File: src/rtl/sps_pkg.sv
package sps_pkg;

  localparam int POSITION_BITS = 32;
  localparam int DELAY_BITS = 32;

  localparam logic [DELAY_BITS-1:0] DELAY_MAX = {DELAY_BITS{1'b1}};
  localparam logic [31:0] STEP_DELAY_RESET = 32'd2000;

  localparam int IN_DATA_BITS = 40;
  localparam int OUT_DATA_BITS = 40;
  localparam int ADDR_BITS = 4;

  typedef enum logic [1:0] {
    OP_TICK       = 2'd0,
    OP_SET_TARGET = 2'd1,
    OP_SINGLE     = 2'd2,
    OP_COILS_OFF  = 2'd3
  } op_t;

  typedef enum logic [1:0] {
    MODE_FULL_DOUBLE = 2'd0,
    MODE_FULL_SINGLE = 2'd1,
    MODE_HALF        = 2'd2,
    MODE_UNUSED      = 2'd3
  } mode_t;

  localparam logic [1:0] REG_STEP_MODE  = 2'd0;
  localparam logic [1:0] REG_BIPOLAR    = 2'd1;
  localparam logic [1:0] REG_STEP_DELAY = 2'd2;

  function automatic logic [3:0] full_double_coils(input logic [1:0] ph);
    logic [3:0] c;
    unique case (ph)
      2'd0: c = 4'h3;
      2'd1: c = 4'h6;
      2'd2: c = 4'hC;
      default: c = 4'h9;
    endcase
    return c;
  endfunction

  function automatic logic [3:0] full_single_coils(input logic [1:0] ph);
    logic [3:0] c;
    unique case (ph)
      2'd0: c = 4'h1;
      2'd1: c = 4'h2;
      2'd2: c = 4'h4;
      default: c = 4'h8;
    endcase
    return c;
  endfunction

  function automatic logic [3:0] half_coils(input logic [2:0] ph);
    logic [3:0] c;
    unique case (ph)
      3'd0: c = 4'h1;
      3'd1: c = 4'h3;
      3'd2: c = 4'h2;
      3'd3: c = 4'h6;
      3'd4: c = 4'h4;
      3'd5: c = 4'hC;
      3'd6: c = 4'h8;
      default: c = 4'h9;
    endcase
    return c;
  endfunction

  function automatic logic [3:0] bipolar_coils(input logic [1:0] ph);
    logic [3:0] c;
    unique case (ph)
      2'd0: c = 4'h5;
      2'd1: c = 4'h6;
      2'd2: c = 4'hA;
      default: c = 4'h9;
    endcase
    return c;
  endfunction

endpackage

File: src/rtl/stepper_phase_sequencer.sv
// stepper phase sequencer: coil drive toward a target position
// input beat to output beat: input register, then result register
// throughput: one beat per cycle unless the output stalls; state update and table lookup sit in one register stage
// a stalled output holds its beat while one more input beat waits in the input register
// reset (rst, synchronous, active high): position, target, phase, coils cleared,
// tick count saturated, step_mode 0, bipolar_output 0, step_delay 2000
module stepper_phase_sequencer
  import sps_pkg::*;
(
  input  logic                     clk,
  input  logic                     rst,
  // apb configuration
  input  logic                     psel,
  input  logic                     penable,
  input  logic                     pwrite,
  input  logic [ADDR_BITS-1:0]     paddr,
  input  logic [31:0]              pwdata,
  output logic [31:0]              prdata,
  output logic                     pready,
  // input stream
  input  logic                     s_tvalid,
  output logic                     s_tready,
  input  logic [IN_DATA_BITS-1:0]  s_tdata,  // target[31:0], direction[32], zero pad
  input  logic [1:0]               s_tuser,  // operation[1:0]
  // output stream
  output logic                     m_tvalid,
  input  logic                     m_tready,
  output logic [OUT_DATA_BITS-1:0] m_tdata   // coils[3:0], position[35:4], moving[36],
                                             // stepped[37], zero pad
);

  // configuration registers
  logic [1:0]  step_mode;
  logic        bipolar_output;
  logic [31:0] step_delay;

  logic [1:0] reg_index;
  logic       cfg_write;

  assign pready    = 1'b1;
  assign reg_index = paddr[ADDR_BITS-1:2];
  assign cfg_write = psel && penable && pwrite && pready;

  always_ff @(posedge clk) begin
    if (rst) begin
      step_mode      <= 2'd0;
      bipolar_output <= 1'b0;
      step_delay     <= STEP_DELAY_RESET;
    end else if (cfg_write) begin
      unique case (reg_index)
        REG_STEP_MODE:  step_mode      <= pwdata[1:0];
        REG_BIPOLAR:    bipolar_output <= pwdata[0];
        REG_STEP_DELAY: step_delay     <= pwdata;
        default: ;
      endcase
    end
  end

  always_comb begin
    unique case (reg_index)
      REG_STEP_MODE:  prdata = {30'd0, step_mode};
      REG_BIPOLAR:    prdata = {31'd0, bipolar_output};
      REG_STEP_DELAY: prdata = step_delay;
      default:        prdata = 32'd0;
    endcase
  end

  // input register
  logic        in_valid;
  op_t         in_op;
  logic [31:0] in_target;
  logic        in_dir;
  logic        advance;

  assign advance  = !m_tvalid || m_tready;
  assign s_tready = !in_valid || advance;

  always_ff @(posedge clk) begin
    if (rst) begin
      in_valid <= 1'b0;
    end else if (s_tready) begin
      in_valid <= s_tvalid;
    end
  end

  always_ff @(posedge clk) begin
    if (s_tvalid && s_tready) begin
      in_op     <= op_t'(s_tuser);
      in_target <= s_tdata[31:0];
      in_dir    <= s_tdata[32];
    end
  end

  // block state
  logic signed [POSITION_BITS-1:0] position;
  logic signed [POSITION_BITS-1:0] target_pos;
  logic [2:0]                      phase;
  logic [DELAY_BITS-1:0]           ticks;
  logic [3:0]                      coils;

  logic signed [POSITION_BITS-1:0] position_next;
  logic signed [POSITION_BITS-1:0] target_pos_next;
  logic [2:0]                      phase_next;
  logic [DELAY_BITS-1:0]           ticks_next;
  logic [3:0]                      coils_next;
  logic                            stepped;

  logic [DELAY_BITS-1:0] need;
  logic [DELAY_BITS-1:0] ticks_inc;
  logic [63:0]           delay_ext;
  logic signed [63:0]    target_ext;
  logic                  do_step;
  logic                  step_fwd;
  logic [2:0]            step_phase;
  logic [3:0]            step_coils;
  logic                  half_mode;

  assign delay_ext  = 64'(step_delay);
  assign need       = (delay_ext > 64'(DELAY_MAX)) ? DELAY_MAX : DELAY_BITS'(step_delay);
  assign ticks_inc  = (ticks != DELAY_MAX) ? ticks + DELAY_BITS'(1) : ticks;
  assign target_ext = 64'(signed'(in_target));
  assign half_mode  = (step_mode == MODE_HALF);

  always_comb begin
    if (step_fwd) begin
      step_phase = half_mode ? phase + 3'd1 : {1'b0, phase[1:0] + 2'd1};
    end else begin
      step_phase = half_mode ? phase - 3'd1 : {1'b0, phase[1:0] - 2'd1};
    end
  end

  always_comb begin
    if (bipolar_output) begin
      step_coils = bipolar_coils(step_phase[1:0]);
    end else begin
      unique case (mode_t'(step_mode))
        MODE_FULL_DOUBLE: step_coils = full_double_coils(step_phase[1:0]);
        MODE_FULL_SINGLE: step_coils = full_single_coils(step_phase[1:0]);
        MODE_HALF:        step_coils = half_coils(step_phase);
        MODE_UNUSED:      step_coils = coils;
      endcase
    end
  end

  always_comb begin
    position_next   = position;
    target_pos_next = target_pos;
    phase_next      = phase;
    ticks_next      = ticks;
    coils_next      = coils;
    do_step         = 1'b0;
    step_fwd        = in_dir;
    unique case (in_op)
      OP_TICK: begin
        ticks_next = ticks_inc;
        step_fwd   = target_pos > position;
        if (position != target_pos && ticks_inc >= need) begin
          ticks_next = '0;
          do_step    = 1'b1;
        end
      end
      OP_SET_TARGET: begin
        target_pos_next = POSITION_BITS'(target_ext);
      end
      OP_SINGLE: begin
        do_step = 1'b1;
      end
      OP_COILS_OFF: begin
        coils_next = 4'd0;
      end
    endcase
    if (do_step) begin
      phase_next    = step_phase;
      coils_next    = step_coils;
      position_next = step_fwd ? position + POSITION_BITS'(1) : position - POSITION_BITS'(1);
    end
    stepped = do_step;
  end

  always_ff @(posedge clk) begin
    if (rst) begin
      position   <= '0;
      target_pos <= '0;
      phase      <= 3'd0;
      ticks      <= DELAY_MAX;
      coils      <= 4'd0;
    end else if (in_valid && advance) begin
      position   <= position_next;
      target_pos <= target_pos_next;
      phase      <= phase_next;
      ticks      <= ticks_next;
      coils      <= coils_next;
    end
  end

  // result register
  logic [63:0] position_ext;

  assign position_ext = 64'(unsigned'(position_next));

  always_ff @(posedge clk) begin
    if (rst) begin
      m_tvalid <= 1'b0;
    end else if (advance) begin
      m_tvalid <= in_valid;
    end
  end

  always_ff @(posedge clk) begin
    if (in_valid && advance) begin
      m_tdata <= {2'b00, stepped, position_next != target_pos_next,
                  position_ext[31:0], coils_next};
    end
  end

endmodule

File: config.mk
export PLATFORM = sky130hd
export DESIGN_NAME = stepper_phase_sequencer
export DESIGN_NICKNAME = d
export VERILOG_FILES = /design/src/rtl/sps_pkg.sv /design/src/rtl/stepper_phase_sequencer.sv
export SDC_FILE = /design/constraint.sdc
export NUM_CORES = 1
export LEC_CHECK = 0
export BUFFER_PORTS_ARGS = -buffer_cell sky130_fd_sc_hd__clkbuf_2
export CORE_ASPECT_RATIO = 0.9
export CORE_UTILIZATION = 50
export CTS_BUF_LIST = sky130_fd_sc_hd__clkbuf_8
export CTS_CLUSTER_SIZE = 20
export DETAILED_ROUTE_END_ITERATION = 16
export HOLD_SLACK_MARGIN = 0.12
export PLACE_DENSITY = 0.67
export SLEW_MARGIN = 10
export SYNTH_ARGS = -nofsm -noshare
export SYNTH_HDL_FRONTEND = slang
export SYNTH_SLANG_ARGS = --single-unit
File: constraint.sdc
create_clock -name clk -period 14.4 [get_ports clk]
set_input_delay 2.16 -clock clk [delete_from_list [all_inputs] [get_ports clk]]
set_output_delay 2.16 -clock clk [all_outputs]
set_load 0.005 [all_outputs]
; ---- Word level (Yosys, flattened, before mapping)
; Cells that the tools add are included.
[classes]
addsub = 7
n_lt_le_gt_ge = 3
n_eq_ne = 19
muxes = 21
reduce_logical = 19
[op_table]
columns = operator, n
row1 = 32-bit 2-to-1 mux, 6
row2 = 32-bit case mux with 3 select lines, 1
row3 = 32-bit != test, 2
row4 = 4-bit case mux with 3 select lines, 3
row5 = "32-bit by 1-bit adder with 32-bit output, second input constant", 1
row6 = "32-bit by 2-bit adder with 32-bit output, second input constant", 1
row7 = 32-bit greater-or-equal comparator, 1
row8 = 32-bit > comparator, 1
row9 = "32-bit > comparator, second input constant", 1
row10 = "32-bit != test, second input constant", 1
row11 = "32-bit by 2-bit subtractor with 32-bit output, second input constant", 1
row12 = 4-bit case mux with 7 select lines, 1
row13 = 4-bit case mux with 4 select lines, 1
row14 = "2-bit equality test, second input constant", 6
row15 = 4-bit 2-to-1 mux, 3
row16 = 2-bit AND reduction, 5
row17 = "3-bit equality test, second input constant", 3
row18 = 3-bit 2-to-1 mux, 3
row19 = "2-bit by 1-bit equality test with 1-bit output, second input constant", 4
row20 = 2-bit logical NOT, 4
row21 = "3-bit by 2-bit equality test with 1-bit output, second input constant", 2
row22 = 1-bit logical AND, 5
row23 = "3-bit by 1-bit adder with 3-bit output, second input constant", 1
row24 = "3-bit by 1-bit equality test with 1-bit output, second input constant", 1
row25 = 8 further kinds, 11
[word_totals]
regBits = 213
input_bits = 85

; ---- Depth between registers and ports, before layout
[logic_depth]
word_depth = 8
ltp_mapped = 28

; ---- Least setup slack after synthesis
; No wires, ideal clock.
[synth_path]
path_type = register -> register
startpoint = reg position[14]
endpoint = reg m_tdata[36] (data pin)
setup_time_ps = 271
t_arrival_ps = 5730
slack_ps = 8399
path_stages_with_launch = 27
path_buffers = 4
period_less_slack_ps = 6001
cell_sequence = dfxtp_1 clkbuf_1 inv_1 ha_1 nand4_1 nor2_1 a221o_1 o31a_1 a22o_4 nor2_8 buf_2 buf_2 buf_2 xnor2_1 ha_1 nand3_1 nor3_2 nand2_1 or3_1 nor4_1 o211ai_1 o21ai_1 xnor3_1 nor4_1 nand4_1 nor4_1 nand4b_1
[synth_between]
elab_chain_len = 6
[synth_lines]
columns = element, line
row1 = start: declaration, stepper_phase_sequencer.sv:95  ; logic signed [POSITION_BITS-1:0] position;
row2 = start signal: assignment, stepper_phase_sequencer.sv:188  ; position <= position_next;
row3 = branches (longest 4 deep; another with 32-bit > comparator), -
row4 = 32-bit 2-to-1 mux *, stepper_phase_sequencer.sv:172  ; if (do_step) begin
row5 = 32-bit != test *, stepper_phase_sequencer.sv:211  ; m_tdata <= {2'b00, stepped, position_next != target_pos_next,
row6 = end signal: assignment, stepper_phase_sequencer.sv:211
row7 = end: declaration, stepper_phase_sequencer.sv:28  ; output logic [OUT_DATA_BITS-1:0] m_tdata
; Mark *: on every way between the ends.
; A chain may end at the register's enable or synchronous reset.

; ---- Worst setup path in the final report
[layout_path]
startpoint = reg ticks[15]
endpoint = reg m_tdata[36] (data pin)
[layout_between]
elab_chain_len = 8
[layout_lines]
columns = element, line
row1 = start: declaration, stepper_phase_sequencer.sv:98  ; logic [DELAY_BITS-1:0] ticks;
row2 = start signal: assignment, stepper_phase_sequencer.sv:191  ; ticks <= ticks_next;
row3 = 32-bit by 1-bit adder with 32-bit output or 32-bit != test (tied branches), stepper_phase_sequencer.sv:120  ; assign ticks_inc = (ticks != DELAY_MAX) ? ticks + DELAY_BITS'(1) : ticks;
row4 = 32-bit 2-to-1 mux *, stepper_phase_sequencer.sv:120
row5 = 32-bit greater-or-equal comparator *, stepper_phase_sequencer.sv:157  ; if (position != target_pos && ticks_inc >= need) begin
row6 = 1-bit logical AND *, stepper_phase_sequencer.sv:157
row7 = 1-bit 2-to-1 mux *, stepper_phase_sequencer.sv:157
row8 = 1-bit case mux with 2 select lines *, stepper_phase_sequencer.sv:153  ; unique case (in_op)
row9 = 32-bit 2-to-1 mux *, stepper_phase_sequencer.sv:172
row10 = 32-bit != test *, stepper_phase_sequencer.sv:211
; Mark *: on every way between the ends. The rest lies on a longest branch, timed or not.

==> flow_summary.yaml <==
clock_tree:
  cts.clk_slew.worst_paths_ns: 0.06
  tritoncts.num_buffers: 37
  h-tree-depth: 2
  post_cts_resized: 0
  clk_latency_ns: 0.55
  tritoncts_clock_tree: "done"
  cts_hold_buf: 0
  cts_max_path_buffers: 3
  clkSinkCount: 213
  clk_root_buffer_cell: "sky130_fd_sc_hd__clkbuf_8"
  buffers_inserted_by_post_cts_timing_repair: 0
power:
  leakage_nw: 5.79
  vdd_drop_max_mv: 0.0674
  power_density_nw_per_um2: 138
yosys:
  yosys-top-cells-area: "sky130_fd_sc_hd__dfxtp_1, sky130_fd_sc_hd__edfxtp_1, sky130_fd_sc_hd__ha_1, sky130_fd_sc_hd__nand2_1, sky130_fd_sc_hd__xnor2_1"
  post_synth.cell_area_avg_um2: 8.57
  share_of_the_synthesized_area_in_the_top_cell_type_pct: 21.1
  synth-seq-area-share_pct: 37.6
  synth_top_area_cell: "sky130_fd_sc_hd__dfxtp_1"
  postSynth.asyncResetShare_pct: 0
  most_common_cell_in_the_netlist: "sky130_fd_sc_hd__nand2_1"
  post_synth_inst_count: 1550
  synth.distinct_cells: 83
  yosys_warnings: 0
  yosys_most_used_dff: "sky130_fd_sc_hd__dfxtp_1"
  synthTopCellsByCount: "sky130_fd_sc_hd__nand2_1, sky130_fd_sc_hd__a21oi_1, sky130_fd_sc_hd__dfxtp_1"
  ys_ff_latch: 213
  synth-edff-count: 73
  post_synth_design_cell_area_um2: 13300
layout:
  layout-drive-gt1-share_pct: 14.5
  antenna-diode-count: 0
  postLayoutCoreUtil_pct: 57.0
  final_net_count: 1817
  area_growth_syn_to_layout_pct: 11.9
floorplan:
  die_height_um: 157
  die_area_um2: 27200
  chipWidth_um: 174
  io-pin-count: 160
  initial_cell_density_of_the_core_pct: 51.0
  coreArea_um2: 26100
  number_of_standard_cell_rows_in_the_floorplan: 56
status:
  status: "completed"
setup_path:
  cp_slowest_cell: "sky130_fd_sc_hd__nor4_1"
  timing.critical_path.required_ns: 14.68
  startpoint_type_of_the_worst_setup_path: "register"
  worst_path_largest_cell_delay_ns: 0.90
  worstSetupEndpointType: "register"
  setup.worst_path.class: "register to register"
  crit_path_max_fanout: 40
  timing.reg2reg.setup_slack_ns: 6.45
  crit_arrival_ns: 8.23
  crit_path_frequent_cell: "sky130_fd_sc_hd__nand4_1"
placed_design:
  dp.final_hpwl_um: 26600
  dp_worst_setup_slack_ns: 6.67
  finalWeightedCongestion: 0.919
  io_buffer_count: 147
timing:
  layout_min_cycle_time_ns: 7.95
  max_slew_headroom_pct: 20.1
  timing_worst_slew_pin_value_ns: 1.20
  fin_ws_ns: 6.45
  hold-worst-slack_ns: 0.467
  timing.final.max_slew_violations: 0
  final-hold-violation-count: 0
  setup_repair_after_global_routing_missed_its_margin: "false"
  final.period_utilization_pct: 55.2
  report.final.setup_viol: 0
  setup_total_negative_slack_ns: 0
  max_clock_freq_ghz: 0.126
  timing.clock.skew_ns: 0.0133
worst_hold_path:
  holdCritPathClass: "register to register"
global_route:
  grt_pass1_wl_um: 56800
  grt_util_all_layers_pct: 26.3
  gr_overflow_total: 0
  grt_antenna_before_repair: 0
  vias_in_the_first_global_route: 10500
  maximum_number_of_pins_on_one_net_before_global_route_repair: 81
route:
  drt_pass1_iterations: 5
  drtIter0Drc: 1172
  route.vias.total: 11700
  drt-total-wl_um: 36600
  route.detailed.wl_per_inst_um: 18.0
  drt-vias-per-instance: 5.74
  ant_nets: 0
  detail_route.drc_violations: 0
flow_run:
  max-cap-violations: 0
-- metrics by stage --
step,total power [mW],std cells,area [um^2]
after detailed placement,1.53,1968,14200
after floorplan,1.32,1551,13300
final,2.05,2035,14900
after global routing,2.18,2035,14900
after global placement,1.52,1968,14200
after CTS,2.05,2035,14900
-- cell families (layout without fill, tap and decap cells) --
kind of cell	count (synthesis)	count (layout)	share of synthesized area [%]
XOR/XNOR	108	108	8.26
AND/OR/NAND/NOR	607	607	22.5
buffers and inverters	177	313	5.36
other	2	3	0.0565
AO/OA/AOI/OAI	313	313	14.8
multiplexers	57	57	4.53
flip-flops	213	213	37.6
adder cells (fa/ha/maj)	73	73	6.88
-- worst paths after layout --
| kind | from | end | cells after the start |
|---|---|---|---|
| max | ticks[15]$_SDFFE_PP1P_ | m_tdata[36]$_DFFE_PP_ | 25 |
| min | step_delay[15]$_SDFFE_PP0P_ | step_delay[15]$_SDFFE_PP0P_ | 2 |
| max reg2reg | ticks[15]$_SDFFE_PP1P_ | m_tdata[36]$_DFFE_PP_ | 25 |
| min reg2reg | step_delay[15]$_SDFFE_PP0P_ | step_delay[15]$_SDFFE_PP0P_ | 2 |
-- report_power, final --
part / internal, mW / switching (mW)
Clock: 0.263 / 0.254
Sequential: 0.674 / 0.0374
Combinational: 0.322 / 0.503
-- layout by cell type (no fill, tap or decap), types with 4 or more instances in the layout --
cell	instances
sky130_fd_sc_hd__and2_1	37
sky130_fd_sc_hd__a221o_1	23
sky130_fd_sc_hd__clkinv_2	4
sky130_fd_sc_hd__or3_1	33
sky130_fd_sc_hd__and4_1	4
sky130_fd_sc_hd__xor2_1	11
sky130_fd_sc_hd__nand2_1	217
sky130_fd_sc_hd__nor2_1	115
sky130_fd_sc_hd__ha_1	73
sky130_fd_sc_hd__buf_4	14
sky130_fd_sc_hd__nand2b_1	9
sky130_fd_sc_hd__or4_1	4
sky130_fd_sc_hd__clkinv_1	6
sky130_fd_sc_hd__clkbuf_8	41
sky130_fd_sc_hd__mux2_2	5
sky130_fd_sc_hd__o21ai_0	60
sky130_fd_sc_hd__clkbuf_2	146
sky130_fd_sc_hd__nand4_1	35
sky130_fd_sc_hd__and3_1	9
sky130_fd_sc_hd__a31oi_1	7
sky130_fd_sc_hd__o211ai_1	6
sky130_fd_sc_hd__xnor2_1	86
sky130_fd_sc_hd__nor2b_1	6
sky130_fd_sc_hd__inv_1	98
sky130_fd_sc_hd__dfxtp_1	140
sky130_fd_sc_hd__a211o_1	15
sky130_fd_sc_hd__a21oi_1	140
sky130_fd_sc_hd__nand3_1	42
sky130_fd_sc_hd__a211oi_1	9
sky130_fd_sc_hd__xnor3_1	11
sky130_fd_sc_hd__nor4_1	24
sky130_fd_sc_hd__nor3_1	45
sky130_fd_sc_hd__edfxtp_1	73
sky130_fd_sc_hd__mux2i_1	50
sky130_fd_sc_hd__nor4_2	4
sky130_fd_sc_hd__o31ai_1	4
-- worst max-delay path, delay by kind of cell (launching register included) --
family,cells,cell delay (ns)
AND/OR/NAND/NOR,17,4.49
buffers and inverters,2,0.87
AO/OA/AOI/OAI,3,1.14
XOR/XNOR,2,0.60
adder cells (fa/ha/maj),1,0.26
flip-flops,1,0.34
-- per-layer routing --
metal	up-vias	GRT usage, %	wire length (um)
met5	-	0	0
met4	0	6.43	550
met3	42	6.75	3360
met2	450	36.7	15000
met1	5491	39.9	17600
li1	5704	-	-
-- cell type report --
class | instances | area (um^2)
fill | 2483 | 11200
multi-input combinational | 1161 | 7600
sequential | 213 | 4990
timing repair buffer | 160 | 836
clock buffer | 41 | 564
tap | 348 | 435
inverter | 86 | 323
clock inverter | 26 | 115
-- sequential cells by signal, indices dropped and copies added (netlist names), 2 cells and up --
name,cells
target_pos,32
m_tdata,38
in_op,2
step_mode,2
ticks,32
phase,3
position,32
coils,4
step_delay,32
in_target,32
(Power assumes the default switching activity.)
